## src/rtl/gost_pkg.sv

```systemverilog
package gost_pkg;

    localparam int WORD_W   = 32;
    localparam int NUM_KEYS = 8;
    localparam int KEY_IW   = $clog2(NUM_KEYS);
    localparam int ROUNDS   = 32;
    localparam int ROUND_W  = $clog2(ROUNDS);
    localparam int CFG_IW   = 4;
    localparam int ROT      = 11;

    localparam logic OP_ENCRYPT = 1'b0;
    localparam logic OP_DECRYPT = 1'b1;

    typedef logic [WORD_W-1:0] t_word;

    typedef struct packed {
        logic              load;
        logic              step;
        logic [KEY_IW-1:0] key_sel;
        logic              out_load;
    } t_cmd;

    typedef logic [3:0] t_sbox_row [16];

    localparam t_sbox_row SBOX [8] = '{
        '{4'h4, 4'hA, 4'h9, 4'h2, 4'hD, 4'h8, 4'h0, 4'hE,
          4'h6, 4'hB, 4'h1, 4'hC, 4'h7, 4'hF, 4'h5, 4'h3},
        '{4'hE, 4'hB, 4'h4, 4'hC, 4'h6, 4'hD, 4'hF, 4'hA,
          4'h2, 4'h3, 4'h8, 4'h1, 4'h0, 4'h7, 4'h5, 4'h9},
        '{4'h5, 4'h8, 4'h1, 4'hD, 4'hA, 4'h3, 4'h4, 4'h2,
          4'hE, 4'hF, 4'hC, 4'h7, 4'h6, 4'h0, 4'h9, 4'hB},
        '{4'h7, 4'hD, 4'hA, 4'h1, 4'h0, 4'h8, 4'h9, 4'hF,
          4'hE, 4'h4, 4'h6, 4'hC, 4'hB, 4'h2, 4'h5, 4'h3},
        '{4'h6, 4'hC, 4'h7, 4'h1, 4'h5, 4'hF, 4'hD, 4'h8,
          4'h4, 4'hA, 4'h9, 4'hE, 4'h0, 4'h3, 4'hB, 4'h2},
        '{4'h4, 4'hB, 4'hA, 4'h0, 4'h7, 4'h2, 4'h1, 4'hD,
          4'h3, 4'h6, 4'h8, 4'h5, 4'h9, 4'hC, 4'hF, 4'hE},
        '{4'hD, 4'hB, 4'h4, 4'h1, 4'h3, 4'hF, 4'h5, 4'h9,
          4'h0, 4'hA, 4'hE, 4'h7, 4'h6, 4'h8, 4'h2, 4'hC},
        '{4'h1, 4'hF, 4'hD, 4'h0, 4'h5, 4'h7, 4'hA, 4'h4,
          4'h9, 4'h2, 4'h3, 4'hE, 4'h6, 4'hB, 4'h8, 4'hC}
    };

    function automatic t_word round_fn(input t_word half, input t_word rk);
        t_word sum;
        t_word sub;
        sum = half + rk;
        for (int i = 0; i < 8; i++) begin
            sub[4*i +: 4] = SBOX[i][sum[4*i +: 4]];
        end
        return {sub[WORD_W-ROT-1:0], sub[WORD_W-1:WORD_W-ROT]};
    endfunction

endpackage

```

## src/rtl/gost_28147_89_block_cipher_core.sv

```systemverilog
// Channel   Handshake                   Payload
// input     i_in_valid / o_in_ready     i_op, i_block_low, i_block_high
// output    o_out_valid / i_out_ready   o_out_low, o_out_high
// config    i_cfg_valid / o_cfg_ready   i_cfg_index, i_cfg_data
//
// Each block is loaded, then runs 32 rounds, one round per cycle
// through the single round function unit.
// The next request is taken in the cycle its predecessor moves into the output
// register, so back-to-back blocks need no idle cycle while the output drains.
// A stalled output holds the finished block in the core until the register frees.
// Synchronous reset clears the key words to zero and empties the core.
module gost_28147_89_block_cipher_core
    import gost_pkg::*;
(
    input  logic              i_clk,
    input  logic              i_rst_n,
    input  logic              i_in_valid,
    output logic              o_in_ready,
    input  logic              i_op,
    input  t_word             i_block_low,
    input  t_word             i_block_high,
    output logic              o_out_valid,
    input  logic              i_out_ready,
    output t_word             o_out_low,
    output t_word             o_out_high,
    input  logic              i_cfg_valid,
    output logic              o_cfg_ready,
    input  logic [CFG_IW-1:0] i_cfg_index,
    input  t_word             i_cfg_data
);

    t_cmd cmd;

    assign o_cfg_ready = 1'b1;

    gost_ctrl u_ctrl (
        .i_clk       (i_clk),
        .i_rst_n     (i_rst_n),
        .i_in_valid  (i_in_valid),
        .i_op        (i_op),
        .i_out_ready (i_out_ready),
        .o_in_ready  (o_in_ready),
        .o_out_valid (o_out_valid),
        .o_cmd       (cmd)
    );

    gost_datapath u_datapath (
        .i_clk        (i_clk),
        .i_rst_n      (i_rst_n),
        .i_cmd        (cmd),
        .i_cfg_we     (i_cfg_valid),
        .i_cfg_index  (i_cfg_index),
        .i_cfg_data   (i_cfg_data),
        .i_block_low  (i_block_low),
        .i_block_high (i_block_high),
        .o_out_low    (o_out_low),
        .o_out_high   (o_out_high)
    );

endmodule

```

## src/rtl/gost_datapath.sv

```systemverilog
module gost_datapath
    import gost_pkg::*;
(
    input  logic              i_clk,
    input  logic              i_rst_n,
    input  t_cmd              i_cmd,
    input  logic              i_cfg_we,
    input  logic [CFG_IW-1:0] i_cfg_index,
    input  t_word             i_cfg_data,
    input  t_word             i_block_low,
    input  t_word             i_block_high,
    output t_word             o_out_low,
    output t_word             o_out_high
);

    t_word r_key [NUM_KEYS];
    t_word r_x;
    t_word r_y;
    t_word r_out_low;
    t_word r_out_high;
    t_word n_x;

    assign n_x = r_y ^ round_fn(r_x, r_key[i_cmd.key_sel]);

    always_ff @(posedge i_clk) begin
        if (!i_rst_n) begin
            for (int i = 0; i < NUM_KEYS; i++) begin
                r_key[i] <= '0;
            end
        end else if (i_cfg_we && (i_cfg_index < CFG_IW'(NUM_KEYS))) begin
            r_key[i_cfg_index[KEY_IW-1:0]] <= i_cfg_data;
        end
        if (i_cmd.out_load) begin
            r_out_low  <= r_y;
            r_out_high <= r_x;
        end
        if (i_cmd.load) begin
            r_x <= i_block_low;
            r_y <= i_block_high;
        end else if (i_cmd.step) begin
            r_x <= n_x;
            r_y <= r_x;
        end
    end

    assign o_out_low  = r_out_low;
    assign o_out_high = r_out_high;

endmodule

```

## src/rtl/gost_ctrl.sv

```systemverilog
module gost_ctrl
    import gost_pkg::*;
(
    input  logic i_clk,
    input  logic i_rst_n,
    input  logic i_in_valid,
    input  logic i_op,
    input  logic i_out_ready,
    output logic o_in_ready,
    output logic o_out_valid,
    output t_cmd o_cmd
);

    typedef enum logic [1:0] {
        ST_IDLE,
        ST_RUN,
        ST_FIN
    } t_state;

    t_state               r_state;
    logic [ROUND_W-1:0]   r_round;
    logic                 r_op;
    logic                 r_out_valid;
    logic                 out_free;
    logic                 accept;
    logic                 out_load;
    logic [KEY_IW-1:0]    key_fwd;
    logic [KEY_IW-1:0]    key_rev;

    assign out_free   = !r_out_valid || i_out_ready;
    assign out_load   = (r_state == ST_FIN) && out_free;
    assign o_in_ready = (r_state == ST_IDLE) || out_load;
    assign accept     = i_in_valid && o_in_ready;

    // Encryption runs the key words forward for 24 rounds then backward;
    // decryption runs forward for the first 8 rounds then backward.
    assign key_fwd = r_round[KEY_IW-1:0];
    assign key_rev = ~r_round[KEY_IW-1:0];

    always_comb begin
        o_cmd.load     = accept;
        o_cmd.step     = (r_state == ST_RUN);
        o_cmd.out_load = out_load;
        if (r_op == OP_DECRYPT) begin
            o_cmd.key_sel = (r_round < ROUND_W'(NUM_KEYS)) ? key_fwd : key_rev;
        end else begin
            o_cmd.key_sel = (r_round < ROUND_W'(ROUNDS - NUM_KEYS)) ? key_fwd : key_rev;
        end
    end

    always_ff @(posedge i_clk) begin
        if (!i_rst_n) begin
            r_state     <= ST_IDLE;
            r_round     <= '0;
            r_op        <= OP_ENCRYPT;
            r_out_valid <= 1'b0;
        end else begin
            if (out_load) begin
                r_out_valid <= 1'b1;
            end else if (i_out_ready) begin
                r_out_valid <= 1'b0;
            end
            case (r_state)
                ST_IDLE: begin
                    if (accept) begin
                        r_state <= ST_RUN;
                        r_round <= '0;
                        r_op    <= i_op;
                    end
                end
                ST_RUN: begin
                    r_round <= r_round + 1'b1;
                    if (r_round == ROUND_W'(ROUNDS - 1)) begin
                        r_state <= ST_FIN;
                    end
                end
                ST_FIN: begin
                    if (accept) begin
                        r_state <= ST_RUN;
                        r_round <= '0;
                        r_op    <= i_op;
                    end else if (out_load) begin
                        r_state <= ST_IDLE;
                    end
                end
                default: begin
                    r_state <= ST_IDLE;
                end
            endcase
        end
    end

    assign o_out_valid = r_out_valid;

endmodule

```

## config.mk

```make
export PLATFORM = sky130hd
export DESIGN_NAME = gost_28147_89_block_cipher_core
export DESIGN_NICKNAME = d
export VERILOG_FILES = /design/src/rtl/gost_pkg.sv /design/src/rtl/gost_28147_89_block_cipher_core.sv /design/src/rtl/gost_datapath.sv /design/src/rtl/gost_ctrl.sv
export SDC_FILE = /design/constraint.sdc
export NUM_CORES = 1
export LEC_CHECK = 0
export BUFFER_PORTS_ARGS = -buffer_cell sky130_fd_sc_hd__buf_4
export CAP_MARGIN = 15
export CORE_AREA = 2 2 164 199
export CTS_CLUSTER_SIZE = 8
export DETAILED_ROUTE_END_ITERATION = 10
export DIE_AREA = 0 0 166 201
export GPL_TIMING_DRIVEN = 0
export PLACE_DENSITY_LB_ADDON = 0.1
export SYNTH_ARGS = -nofsm -noshare
export SYNTH_HDL_FRONTEND = slang
export SYNTH_SLANG_ARGS = --single-unit
```

## constraint.sdc

```tcl
create_clock -name i_clk -period 13.1 [get_ports i_clk]
set_input_delay 0.655 -clock i_clk [delete_from_list [all_inputs] [get_ports i_clk]]
set_output_delay 0.655 -clock i_clk [all_outputs]
set_load 0.03 [all_outputs]
```

-- Word-level counts from Yosys, hierarchy flattened
Memories as Yosys holds them, arrays and structs flattened.
Cells that the tools add are included.
- output and inout port bits: 67
- flip-flop bits (word level): 137
- memory bits (writable): 256
- bits in read-only memories: 512
- memories kept: 9
- logic and storage cells: 101
- bits of input ports: 106
- add/sub/neg operators: 2
- $lt $le $gt $ge: 11
- muxes and demuxes: 39
- eq/ne operators: 7
- bitwise logic cells: 10
- reductions and logical operators: 15
- memories (memory ; words ; bits a word ; read ports ; clocked after memory_dff ; write ports ; RTL line ; text):
    u_datapath.r_key ; 8 ; 32 ; 1 ; 0 ; 8 ; gost_datapath.sv:16 ; t_word r_key [NUM_KEYS];
    (name not given) ; 16 ; 4 ; 1 ; 0 ; 0 ; gost_pkg.sv:49 ; sub[4*i +: 4] = SBOX[i][sum[4*i +: 4]];
    (name not given) ; 16 ; 4 ; 1 ; 0 ; 0 ; gost_pkg.sv:49 ;
    (name not given) ; 16 ; 4 ; 1 ; 0 ; 0 ; gost_pkg.sv:49 ;
    (name not given) ; 16 ; 4 ; 1 ; 0 ; 0 ; gost_pkg.sv:49 ;
    (name not given) ; 16 ; 4 ; 1 ; 0 ; 0 ; gost_pkg.sv:49 ;
    3 more memories ; - ; - ; - ; - ; - ; - ;
- operators by type and width (kind ; count):
    $mux W32 ; 5
    $mux W4 ; 16
    $ge A5 B5 Y1 const B ; 8
    $not A4 Y5 ; 8
    $add A32 B32 Y32 ; 1
    $reduce_or A32 Y1 ; 1
    $xor A32 B32 Y32 ; 1
    $mux W3 ; 4
    $pmux W5 S2 ; 1
    $mux W2 ; 4
    $mux W1 ; 7
    $ne A2 B1 Y1 const B ; 3
    $pmux W2 S3 ; 1
    $reduce_bool A2 Y1 ; 3
    $add A5 B1 Y5 const B ; 1
    $eq A5 B5 Y1 const B ; 1
    $lt A5 B4 Y1 const B ; 1
    $lt A5 B5 Y1 const B ; 1
    $mux W5 ; 1
    $lt A4 B4 Y1 const B ; 1
    $reduce_and A2 Y1 ; 2
    $logic_and A1 B1 Y1 ; 3
    $ne A3 B1 Y1 const B ; 1
    $not A3 Y3 ; 1
    other kinds (7) ; 8

-- Depth between registers and ports, before layout
An unclocked memory read counts as a cell.
- word-level depth: 12
- gate-level depth with buffers: 22
- mapped depth without buffers: 19

-- By module
A second synthesis with hierarchy kept.
- cell total of the unflattened synthesis: 1448
- area total of the unflattened synthesis: 20245.7 µm²
- modules (own cells, without submodules) (module ; sequential area each (µm²) ; instances ; cells an instance ; area an instance (µm²)):
    gost_datapath ; 11531.1 ; 1 ; 1390 ; 19750.2
    gost_ctrl ; 180.2 ; 1 ; 56 ; 484.2
    gost_28147_89_block_cipher_core ; 0.0 ; 1 ; 2 ; 11.3

-- Worst setup path after synthesis
OpenSTA, ideal clock, no wires.
- path type: reg2reg
- from: reg u_ctrl.r_round[3]
- to: reg u_datapath.r_x[10], data pin
- path buffers: 2
- required time: 12.840 ns
- data arrival time: 5.267 ns
- slack: 7.573 ns
- cell stages (with the launch flop): 21
- cells stage by stage: dfxtp_1 maj3_4 xnor2_2 buf_4 buf_1 mux4_2 nand2_1 nand2_1 ha_1 fa_1 nand3_1 a211o_1 a31oi_2 a31o_2 a31oi_2 xnor2_1 inv_1 ha_1 mux4_2 xnor2_1 mux2_2
- word-level cells in the longest chain between the ends: 12
- ends and longest elaborated chain (element ; RTL line ; text):
    from (decl) ; gost_ctrl.sv:21 ; logic [ROUND_W-1:0] r_round;
    from (signal assigned) ; gost_ctrl.sv:72 ; r_round <= r_round + 1'b1;
    $lt A5 B5 Y1 / $lt A5 B4 Y1 (equally long branches) ; gost_ctrl.sv:47, gost_ctrl.sv:45 ;
    $mux W3 (on tied branches) ; gost_ctrl.sv:47, gost_ctrl.sv:45 ;
    $mux W3 (*) ; gost_ctrl.sv:44 ; if (r_op == OP_DECRYPT) begin
    $mem_v2 Z8 W32 (*) ; - ;
    $add A32 B32 Y32 (*) ; gost_pkg.sv:47 ; sum = half + rk;
    $not A4 Y5 (not written as such) (*) ; gost_pkg.sv:49 ;
    $mem_v2 Z16 W4 (*) ; - ;
    $mux W4 (not written as such) (*) (2 in a row) ; gost_pkg.sv:49 ;
    $xor A32 B32 Y32 (*) ; gost_datapath.sv:23 ; assign n_x = r_y ^ round_fn(r_x, r_key[i_cmd.key_sel]);
    $mux W32 (*) ; gost_datapath.sv:40 ; end else if (i_cmd.step) begin
    $mux W32 (*) ; gost_datapath.sv:37 ; if (i_cmd.load) begin
    to (signal assigned) ; gost_datapath.sv:38 ; r_x <= i_block_low;
    to (signal assigned) ; gost_datapath.sv:41 ; r_x <= n_x;
    to (decl) ; gost_datapath.sv:17 ; t_word r_x;
Every way passes the cells marked *; elsewhere a longest branch is shown, timed or not. The select of a mux whose other input is x is not followed.
A chain may end at the register's enable or synchronous reset.

-- Final worst setup path
Ends and elaborated chain as after synthesis.

==> results.cfg <==
[route]
dr.pass1.iters = 6
wire_per_inst_um = 22.8
drc = 0
vias = 13581
antenna_left = 0
drt_iter0_drc = 1277
routed_wl_mm = 51.2
via_per_inst = 6.04

[clock_tree]
cts_tree = built
numCtsBuffers = 55
ctsHtreeMaxLevel = 2
clock-sinks = 393
worstSkewPairLatency_ps = 590
clockBufferDepth = 3
cts_resized = 0
cts_root_buf = clkbuf_16
ctsHoldBuffers = 0
postCtsSetupRepairBufs = 0
clk_pin_slew_ps = 50

[placement]
io_buffers = 171
gp_congestion = 0.926
placed_cell_area_um2 = 22300
dp_hpwl_mm = 36.5

[yosys]
synthFlopType = edfxtp_1
synth_area_um2 = 20200
async_flop_share_pct = 0
ys_seq_elements = 393
ys_types = 69
yosysTopAreaCellShare_pct = 57.1
synthTopCellsByArea = edfxtp_1, and2_1, mux4_2
yosysWarningCount = 0
synth_nets = 1771
synth_edf_count = 384
ys_seq_area_share_pct = 58.0
syn_area_per_cell_um2 = 12.7
syn-instance-count = 1587
synth_top_area_cell = edfxtp_1

[die]
rows = 72
coreArea_um2 = 31600
die_h_um = 201
dieArea_um2 = 33400
die_w_um = 166
initial_core_util_pct = 63.9
pin_count = 173

[grt]
grt_max_degree = 66
first_global_vias = 13700
antenna_found_initial = 2
grt_first_pass_wirelength_mm = 79.0
grt_remaining_overflow = 0
grtUsageTotal_pct = 31.1

[sta]
max_freq_mhz = 151
tightestPinTransition_ps = 1060
fin_skew_ps = 19.5
relSlewSlack_pct = 28.5
setup_viol = 0
slew_viol_final = 0
rsz0062_at_grt = false
finalHoldViolCount = 0
period_share_pct = 50.7
min_period_ps = 6640
setup_tns_ps = 0

[min_path]
hp-class = in2reg

[job]
drv_cap = 0

[setup_path]
cp_slowest_cell = buf_1
criticalPathCategory = reg2reg
crit_arrival_ps = 6970
start_kind = register
critPathMaxFanout = 10
cp_common_cell = nand2_1
slowest_delay_ps = 810
required_ps = 13440
worstPathCellList = maj3_4 -> xnor2_2 -> buf_4 -> buf_1 -> mux4_2 -> nand2_1 -> nand2_1 -> ha_1 -> clkbuf_1 -> nand2_1 -> o21ai_0 -> nor2b_1 -> a31oi_2 -> xnor2_1 -> inv_1 -> ha_1 -> mux4_2 -> xnor2_1 -> mux2_2
worstSetupEndpointType = register

[cells_and_area]
design_area_um2 = 23800
drive_gt1_share_pct = 19.1
final_nets = 2008
area_delta_synth_final_pct = 17.7

[power]
powerDensity_nw_per_um2 = 223
irDropWorstVdd_uv = 201
leakage_uw = 0.00925

[run_status]
status = finished, final reports clean
-- critical path: cells and delay by family (launching register included) --
kind	cells	cell delay, ps
simple gates	4	690
mux	3	1390
compound gates	2	680
fa+ha+maj	3	1030
buf+inv	4	1550
flops	1	340
xor+xnor	3	710
-- power breakdown --
group	internal [uW]	switching, uW	total (uW)
Sequential	1600	120	1720
Clock	763	511	1270
Combinational	1000	1290	2300
Total	3370	1920	5290
-- cell usage after synthesis, types with 3 or more instances --
cell       number
o21bai_1        5
o22ai_1         4
a2111oi_0       4
mux2i_1        17
inv_1          35
nand3_1        16
o21ai_0        45
o2111ai_1       4
o21a_1          3
or3_1           6
and3_1          7
buf_1           9
a211oi_1        4
xnor2_2         5
nor2_1         53
nor2b_1        10
mux2_2          5
a31o_2          4
ha_1           77
a21o_1         15
clkbuf_1       59
nor3_1         12
a31oi_1         4
o21ai_1         3
nand2b_1       15
a21oi_1        56
xnor2_1        38
o221ai_1        3
dfxtp_1         9
nand3b_1        5
and2_1        263
xor2_1         18
nand4_1         8
o211ai_1        5
a311oi_1        4
a211o_1         3
nand2_1       254
mux4_2         73
a21boi_0        8
edfxtp_1      384
-- registers in the layout, indices dropped and copies added, names as in the netlist --
signal	count
u_datapath.r_x	32
u_datapath.r_key	256
u_ctrl.o_out_valid	1
u_ctrl.r_state	2
u_ctrl.r_op	1
u_datapath.o_out_high	32
u_ctrl.r_round	5
u_datapath.r_y	32
u_datapath.o_out_low	32
-- final cells by class --
type / instances / area [um2]
inverter: 35 / 131
fill: 2085 / 7850
clock buffer: 69 / 1450
antenna: 1 / 2.50
multi-input combinational: 1088 / 8160
timing repair buffer: 180 / 1460
buffer: 71 / 282
sequential: 393 / 11700
clock inverter: 3 / 58.8
tap: 407 / 509
-- final timing paths --
kind | startpoint | end | slack (ps) | depth (start not counted)
worst max-delay path | u_ctrl.r_round[3] | u_datapath.r_x[10] | 6460 | 19
worst min register to register | u_datapath.r_y[15] | u_datapath.o_out_low[15] | 470 | 0
worst max register to register | u_ctrl.r_round[3] | u_datapath.r_x[10] | 6460 | 19
worst min-delay path | i_in_valid | u_ctrl.r_state[0] | 320 | 2
-- cells by family after synthesis --
kind of cell	share of synthesized area, %
other cells	0.0186
mux	9.32
fa+ha+maj	4.94
simple gates	16.6
compound gates	6.29
buf+inv	2.04
xor+xnor	2.83
flops	58.0
-- metal layers --
layer / track usage [%] / wire (um) / vias to the layer above
li1: - / - / 6206
met1: 37.9 / 18800 / 6644
met2: 54.1 / 26300 / 586
met3: 5.40 / 3510 / 143
met4: 14.7 / 2530 / 2
met5: 0 / 16 / -
-- layout by cell type, fill, tap and decap left out, drive strengths merged, types with 6 or more instances in the layout --
cell,n
edfxtp,384
and2,263
nand2,254
buf,192
clkbuf,128
ha,77
mux4,73
a21oi,57
nor2,53
o21ai,48
xnor2,43
inv,36
xor2,18
mux2i,17
nand3,16
a21o,15
nand2b,15
nor3,12
nor2b,10
dfxtp,9
and3,9
nand4,8
a21boi,8
or3,6
mux2,6
a31oi,6
-- per-stage QoR --
stage          hold WS, ps  util (%)  instances  worst slack, ps  total power, uW
3_3_place_gp           455      69.5       2165             6610             3920
6_report               322      75.2       2247             6460             5290
2_1_floorplan          436         -       1587             7570             3430
4_1_cts                299      75.2       2246             6510             5280
5_1_grt                309      75.2       2246             6080             5600
3_5_place_dp           456      70.4       2174             6540             4000
Note: power is estimated with default switching activity, not from simulation.
